`src/design/swrr_pkg.sv`:
```
// Shared constants, widths and helpers for the smooth weighted round-robin block.
`timescale 1ns / 1ps

package swrr_pkg;

    localparam int NODES_DEFAULT = 8;
    localparam int REG_COUNT     = 8;
    localparam int CFG_IDX_W     = 3;
    localparam int WEIGHT_W      = 8;
    localparam int RW_W          = 32;
    localparam int WIDE_W        = RW_W + 2;
    localparam int TOTAL_W       = WEIGHT_W + CFG_IDX_W;
    localparam int OUT_IDX_W     = 3;

    localparam logic [WEIGHT_W-1:0] WEIGHT_RESET = WEIGHT_W'(1);

    localparam logic signed [WIDE_W-1:0] RW_MAX = WIDE_W'(34'sd2147483647);
    localparam logic signed [WIDE_W-1:0] RW_MIN = -WIDE_W'(34'sd2147483648);

    function automatic logic [RW_W-1:0] sat_rw(input logic signed [WIDE_W-1:0] v);
        logic [RW_W-1:0] r;
        if (v > RW_MAX)
        begin
            r = RW_MAX[RW_W-1:0];
        end
        else if (v < RW_MIN)
        begin
            r = RW_MIN[RW_W-1:0];
        end
        else
        begin
            r = v[RW_W-1:0];
        end
        return r;
    endfunction

endpackage

```
`src/design/swrr_cfg.sv`:
```
// Static weight registers written through the configuration port.
`timescale 1ns / 1ps

module swrr_cfg (
    input  logic                                clk,
    input  logic                                rst_n,
    input  logic                                cfg_we,
    input  logic [swrr_pkg::CFG_IDX_W-1:0]      cfg_index,
    input  logic [swrr_pkg::WEIGHT_W-1:0]       cfg_data,
    output logic [swrr_pkg::WEIGHT_W-1:0]       weight [swrr_pkg::REG_COUNT]
);

    logic [swrr_pkg::WEIGHT_W-1:0] weight_reg [swrr_pkg::REG_COUNT];

    always_ff @(posedge clk or negedge rst_n)
    begin
        if (!rst_n)
        begin
            for (int i = 0; i < swrr_pkg::REG_COUNT; i++)
            begin
                weight_reg[i] <= swrr_pkg::WEIGHT_RESET;
            end
        end
        else if (cfg_we)
        begin
            weight_reg[cfg_index] <= cfg_data;
        end
    end

    assign weight = weight_reg;

endmodule

```
`src/design/swrr_rw_mem.sv`:
```
// Running weight memory: one read and one write port, registered read, valid bits for reset.
`timescale 1ns / 1ps

module swrr_rw_mem #(
    parameter int NODES = swrr_pkg::NODES_DEFAULT
) (
    input  logic                          clk,
    input  logic                          rst_n,
    input  logic                          rd_en,
    input  logic [$clog2(NODES)-1:0]      rd_addr,
    output logic [swrr_pkg::RW_W-1:0]     rd_data,
    input  logic                          wr_en,
    input  logic [$clog2(NODES)-1:0]      wr_addr,
    input  logic [swrr_pkg::RW_W-1:0]     wr_data
);

    logic [swrr_pkg::RW_W-1:0] mem [NODES];
    logic [NODES-1:0]          valid_reg;
    logic [swrr_pkg::RW_W-1:0] rd_data_reg;

    always_ff @(posedge clk)
    begin
        if (wr_en)
        begin
            mem[wr_addr] <= wr_data;
        end
        if (rd_en)
        begin
            rd_data_reg <= valid_reg[rd_addr] ? mem[rd_addr] : '0;
        end
    end

    // entries never written read as zero
    always_ff @(posedge clk or negedge rst_n)
    begin
        if (!rst_n)
        begin
            valid_reg <= '0;
        end
        else if (wr_en)
        begin
            valid_reg[wr_addr] <= 1'b1;
        end
    end

    assign rd_data = rd_data_reg;

endmodule

```
`src/design/smooth_weighted_round_robin.sv`:
```
// Top level: smooth weighted round-robin node selector over a running weight memory.
// Timing: a request with zero or one eligible node answers in the cycle after start;
//   otherwise it reads every node, writes back each eligible one, then updates the winner.
// One request at a time; busy stays high through the walk and the winner update.
// The result strobe (done) lasts one cycle; the receiver cannot stall.
// Reset: weights to 1, running weights read as zero, controller idle.
`timescale 1ns / 1ps

module smooth_weighted_round_robin #(
    parameter int NODES = swrr_pkg::NODES_DEFAULT
) (
    input  logic                              clk,
    input  logic                              rst_n,
    input  logic                              start,
    output logic                              busy,
    input  logic [7:0]                        eligible_mask,
    output logic                              done,
    output logic                              found,
    output logic [swrr_pkg::OUT_IDX_W-1:0]    node_index,
    input  logic                              cfg_we,
    input  logic [swrr_pkg::CFG_IDX_W-1:0]    cfg_index,
    input  logic [swrr_pkg::WEIGHT_W-1:0]     cfg_data
);

    localparam int IDX_W = $clog2(NODES);
    localparam logic [IDX_W-1:0] LAST_IDX = IDX_W'(NODES - 1);

    typedef enum logic [2:0] {
        ST_IDLE   = 3'b001,
        ST_WALK   = 3'b010,
        ST_FINISH = 3'b100
    } state_t;

    state_t state_reg, state_next;

    logic [swrr_pkg::WEIGHT_W-1:0] weight [swrr_pkg::REG_COUNT];

    logic [NODES-1:0]                 mask_reg, mask_next;
    logic [IDX_W-1:0]                 idx_reg, idx_next;
    logic                             have_reg, have_next;
    logic [IDX_W-1:0]                 best_idx_reg, best_idx_next;
    logic [swrr_pkg::RW_W-1:0]        best_val_reg, best_val_next;
    logic [swrr_pkg::TOTAL_W-1:0]     total_reg, total_next;
    logic                             done_reg, done_next;
    logic                             found_reg, found_next;
    logic [swrr_pkg::OUT_IDX_W-1:0]   node_reg, node_next;

    logic                             rd_en;
    logic [IDX_W-1:0]                 rd_addr;
    logic [swrr_pkg::RW_W-1:0]        rd_data;
    logic                             wr_en;
    logic [IDX_W-1:0]                 wr_addr;
    logic [swrr_pkg::RW_W-1:0]        wr_data;

    logic [NODES-1:0]                 req_mask;
    logic                             req_multi;
    logic [IDX_W-1:0]                 req_only;
    logic                             accept;
    logic [swrr_pkg::WEIGHT_W-1:0]    cur_weight;
    logic [swrr_pkg::RW_W-1:0]        upd_val;

    swrr_cfg u_cfg (
        .clk       (clk),
        .rst_n     (rst_n),
        .cfg_we    (cfg_we),
        .cfg_index (cfg_index),
        .cfg_data  (cfg_data),
        .weight    (weight)
    );

    swrr_rw_mem #(
        .NODES (NODES)
    ) u_mem (
        .clk     (clk),
        .rst_n   (rst_n),
        .rd_en   (rd_en),
        .rd_addr (rd_addr),
        .rd_data (rd_data),
        .wr_en   (wr_en),
        .wr_addr (wr_addr),
        .wr_data (wr_data)
    );

    assign busy   = (state_reg != ST_IDLE);
    assign accept = start && !busy;

    always_comb
    begin
        req_only = '0;
        for (int i = 0; i < NODES; i++)
        begin
            req_mask[i] = eligible_mask[i];
            if (eligible_mask[i])
            begin
                req_only = IDX_W'(i);
            end
        end
        req_multi = ((req_mask & (req_mask - NODES'(1))) != '0);
    end

    assign cur_weight = weight[idx_reg];
    assign upd_val    = swrr_pkg::sat_rw($signed({{2{rd_data[swrr_pkg::RW_W-1]}}, rd_data})
                                         + $signed(swrr_pkg::WIDE_W'(cur_weight)));

    always_comb
    begin
        state_next    = state_reg;
        mask_next     = mask_reg;
        idx_next      = idx_reg;
        have_next     = have_reg;
        best_idx_next = best_idx_reg;
        best_val_next = best_val_reg;
        total_next    = total_reg;
        done_next     = 1'b0;
        found_next    = found_reg;
        node_next     = node_reg;
        rd_en         = 1'b0;
        rd_addr       = idx_reg + IDX_W'(1);
        wr_en         = 1'b0;
        wr_addr       = idx_reg;
        wr_data       = upd_val;

        case (state_reg)
            ST_IDLE:
            begin
                if (accept)
                begin
                    if (req_multi)
                    begin
                        rd_en      = 1'b1;
                        rd_addr    = '0;
                        mask_next  = req_mask;
                        idx_next   = '0;
                        have_next  = 1'b0;
                        total_next = '0;
                        state_next = ST_WALK;
                    end
                    else
                    begin
                        done_next  = 1'b1;
                        found_next = (req_mask != '0);
                        node_next  = swrr_pkg::OUT_IDX_W'(req_only);
                    end
                end
            end
            ST_WALK:
            begin
                rd_en = (idx_reg != LAST_IDX);
                if (mask_reg[idx_reg])
                begin
                    wr_en      = 1'b1;
                    total_next = total_reg + swrr_pkg::TOTAL_W'(cur_weight);
                    if (!have_reg || ($signed(upd_val) > $signed(best_val_reg)))
                    begin
                        have_next     = 1'b1;
                        best_idx_next = idx_reg;
                        best_val_next = upd_val;
                    end
                end
                if (idx_reg == LAST_IDX)
                begin
                    state_next = ST_FINISH;
                end
                else
                begin
                    idx_next = idx_reg + IDX_W'(1);
                end
            end
            ST_FINISH:
            begin
                wr_en      = 1'b1;
                wr_addr    = best_idx_reg;
                wr_data    = swrr_pkg::sat_rw(
                                 $signed({{2{best_val_reg[swrr_pkg::RW_W-1]}}, best_val_reg})
                                 - $signed(swrr_pkg::WIDE_W'(total_reg)));
                done_next  = 1'b1;
                found_next = 1'b1;
                node_next  = swrr_pkg::OUT_IDX_W'(best_idx_reg);
                state_next = ST_IDLE;
            end
            default:
            begin
                state_next = ST_IDLE;
            end
        endcase
    end

    always_ff @(posedge clk or negedge rst_n)
    begin
        if (!rst_n)
        begin
            state_reg <= ST_IDLE;
            done_reg  <= 1'b0;
        end
        else
        begin
            state_reg <= state_next;
            done_reg  <= done_next;
        end
    end

    always_ff @(posedge clk)
    begin
        mask_reg     <= mask_next;
        idx_reg      <= idx_next;
        have_reg     <= have_next;
        best_idx_reg <= best_idx_next;
        best_val_reg <= best_val_next;
        total_reg    <= total_next;
        found_reg    <= found_next;
        node_reg     <= node_next;
    end

    assign done       = done_reg;
    assign found      = found_reg;
    assign node_index = node_reg;

endmodule
```
`config.mk`:
```
export PLATFORM = sky130hd
export DESIGN_NAME = smooth_weighted_round_robin
export DESIGN_NICKNAME = d
export VERILOG_FILES = /design/src/design/swrr_pkg.sv /design/src/design/swrr_cfg.sv /design/src/design/swrr_rw_mem.sv /design/src/design/smooth_weighted_round_robin.sv
export SDC_FILE = /design/constraint.sdc
export NUM_CORES = 1
export LEC_CHECK = 0
export ABC_AREA = 1
export BUFFER_PORTS_ARGS = -buffer_cell sky130_fd_sc_hd__buf_2
export CAP_MARGIN = 20
export CORE_MARGIN = 2
export CORE_UTILIZATION = 35
export CTS_CLUSTER_DIAMETER = 150
export DETAILED_ROUTE_END_ITERATION = 8
export HOLD_SLACK_MARGIN = 0.02
export PLACE_DENSITY = 0.59
export SYNTH_ARGS = -nofsm -noshare
export SYNTH_HDL_FRONTEND = slang
export SYNTH_HIERARCHICAL = 1
export SYNTH_SLANG_ARGS = --single-unit
```
`constraint.sdc`:
```
create_clock -name clk -period 8.8 [get_ports clk]
set_input_delay 0.44 -clock clk [delete_from_list [all_inputs] [get_ports clk]]
set_output_delay 0.44 -clock clk [all_outputs]
set_load 0.02 [all_outputs]
```
==> impl_metrics.yaml <==
status:
  outcome: "complete, but fails checks"
  violations: "negative hold slack"
final_layout:
  drive_gt1_share_pct: 6.154
  final_util_pct: 38.99
  multi_input_area_mm2: 0.008182
  area_growth_pct: 9.902
  antenna_cells: 0
  layout.area.seq_mm2: 0.01242
  fillCellCount: 6452
  layout.nets: 2797
  largest_reg_flops: 256
sta:
  worstMarginPinSlew_ns: 1.011
  min_period_over_period_pct: 78.76
  layout_min_cycle_time_ns: 6.931
  rsz0062_at_grt: "no"
  post-route-worst-setup-slack_ns: 1.869
  finalSetupViolCount: 0
  maxSlewViolCount: 0
  fin_setup_tns_ns: 0
  fmax_ghz: 0.1443
  finalHoldViolations: 3
  skew_ns: 0.02199
  fin_hold_ws_ns: -0.01173
  relSlewSlack_pct: 31.90
clocking:
  clockRootBuffer: "clkbuf_16"
  cts.clk_slew.worst_paths_ns: 0.06
  htree_levels: 2
  cts_sinks: 426
  cts_tree: "yes"
  cts_setup_buffers: 0
  clk_latency_ns: 0.58
  cts_buffer_depth: 3
  cts_made_buffers: 45
  post_cts_resized: 0
  postCtsHoldBufs: 0
run:
  max_cap_viol_count: 0
grt:
  grt_usage_pct: 17.62
  grt_antenna_before_repair: 0
  grt_start_max_net_pins: 81
  grt_pass1_vias: 16156
  grt-ovfl-total: 0
  grt_pass1_wl_um: 92150
worst_setup_path:
  setup.worst_path.start_class: "register"
  cpMostUsedCell: "nand2_1"
  critPathMaxStageDelay_ns: 0.72
  required_ns: 9.06
  crit_slowest_cell: "a21oi_4"
  path_class: "reg -> reg"
  crit_arrival_ns: 7.19
  critPathCaptureType: "register"
  worst-path-max-fanout: 44
floorplan:
  dieHeight_um: 259.8
  core_mm2: 0.06458
  die_x_um: 259.8
  initial_core_util_pct: 35.47
  die-area_mm2: 0.06752
  rows: 93
  ios: 29
placed_design:
  preCtsSetupSlack_ns: 1.953
  gp_congestion: 0.9356
  io_buffer_count: 28
  dp_hpwl_um: 38660
logic_synthesis:
  ys.flop_type: "edfxtp_1"
  synth.avg_cell_area_um2: 8.476
  synth_area_leaders: "edfxtp_1 46%, nand2_1 16%, inv_1 7.4%, dfrtp_1 7.3%, nand3_1 5.0%"
  syn_nets: 2790
  yosysWarnings: 6
  synth_area_mm2: 0.02291
  synth-async-reset-ratio_pct: 17.84
  synth_seq_area_share_pct: 54.23
  synth_common_cells: "986 x nand2_1, 449 x inv_1, 350 x edfxtp_1, 229 x nand3_1, 156 x nor2_1"
  ys_seq_elements: 426
  synth_cells: 2703
  synth_cell_type_count: 50
  yosys.area.top_type_share_pct: 45.88
  synth_edf_count: 350
  synth_top_area_cell: "edfxtp_1"
  synthMostInstantiatedCell: "nand2_1"
detailed_routing:
  avgViaCountPerCell: 4.772
  drc: 0
  drt-pass1-iter-count: 5
  drt_iter0_drc: 1375
  routed_wl_um: 59300
  vias: 17184
  avgRoutedWirePerCell_um: 16.47
  ant_nets: 0
pwr:
  leakagePower_nw: 11.77
  ir_drop_v: 0.0002143
  cellPowerDensity_mw_per_mm2: 398.4
worst_hold_path:
  min_path_type: "in -> async"
layout by cell type, fill, tap and decap left out, types with 23 or more instances in the layout:
cell type,instances
nand2_1,986
inv_1,448
edfxtp_1,350
nand3_1,228
nor2_1,144
o21ai_0,79
dfrtp_1,67
ha_1,61
a21oi_1,51
clkbuf_16,46
a31oi_1,28
buf_2,27
buf_4,26
nand4_1,23
power breakdown:
| part | switching [mW] | internal [mW] |
|---|---|---|
| Sequential | 0.221 | 3.10 |
| Clock | 0.785 | 1.11 |
| Combinational | 3.46 | 1.36 |
metrics by stage:
stage | power (mW) | std cells | hold WS, ns | cell area, µm²
6_report | 10.03 | 3601 | -0.01173 | 25180
3_5_place_dp | 8.168 | 3518 | 0.4452 | 23720
4_1_cts | 10.10 | 3601 | 0.02328 | 25180
5_1_grt | 10.84 | 3601 | 0.06367 | 25180
2_1_floorplan | 6.748 | 2703 | 0.1444 | 22910
3_3_place_gp | 8.140 | 3518 | 0.4376 | 23720
final cells by class:
class / instances / area share [%]
multi-input combinational: 1729 / 32.50
tap: 855 / 4.249
inverter: 455 / 6.793
sequential: 426 / 49.34
clock buffer: 58 / 4.910
timing repair buffer: 53 / 1.312
clock inverter: 25 / 0.8995
routing by layer:
| metal | track usage, % | vias to the layer above | part of all wire, % |
|---|---|---|---|
| li1 | - | 8635 | - |
| met5 | 0 | - | 0 |
| met3 | 2.173 | 101 | 5.1 |
| met1 | 24.22 | 8009 | 46 |
| met2 | 28.69 | 439 | 46 |
| met4 | 6.098 | 0 | 3.1 |
logic make-up (layout without fill, tap and decap cells):
family / count (synthesis) / count (layout) / share of synthesized area [%]
AOI/OAI and AO/OA: 190 / 190 / 4.560
and+or+nand+nor: 1446 / 1446 / 25.94
buffers and inverters: 548 / 591 / 10.57
adders and majority gates: 64 / 64 / 3.594
DFF: 426 / 426 / 54.23
xor gates and xnor gates: 29 / 29 / 1.109
worst paths after layout:
path	slack (ns)	to	cells past startpoint	from
worst max register to register	1.87	best_val_reg[31]	28	idx_reg[1]
min in group clk	0.07	mask_reg[0]	1	eligible_mask[0]
worst min-delay path	-0.01	done	1	rst_n
worst min register to register	0.46	u_mem/valid_reg[6]	2	u_mem/valid_reg[6]
max in group asynchronous	8.15	u_cfg/weight[7]	1	rst_n
worst max-delay path	1.87	best_val_reg[31]	28	idx_reg[1]
critical path: cells and delay by family (launching register included):
kind	cells	cell delay [ns]
AO/OA/AOI/OAI	7	1.98
adder cells (fa/ha/maj)	2	0.63
buffers and inverters	5	1.33
flip-flops	1	0.65
AND/OR/NAND/NOR	14	2.02
No activity file was read; power rests on OpenSTA's default activity.
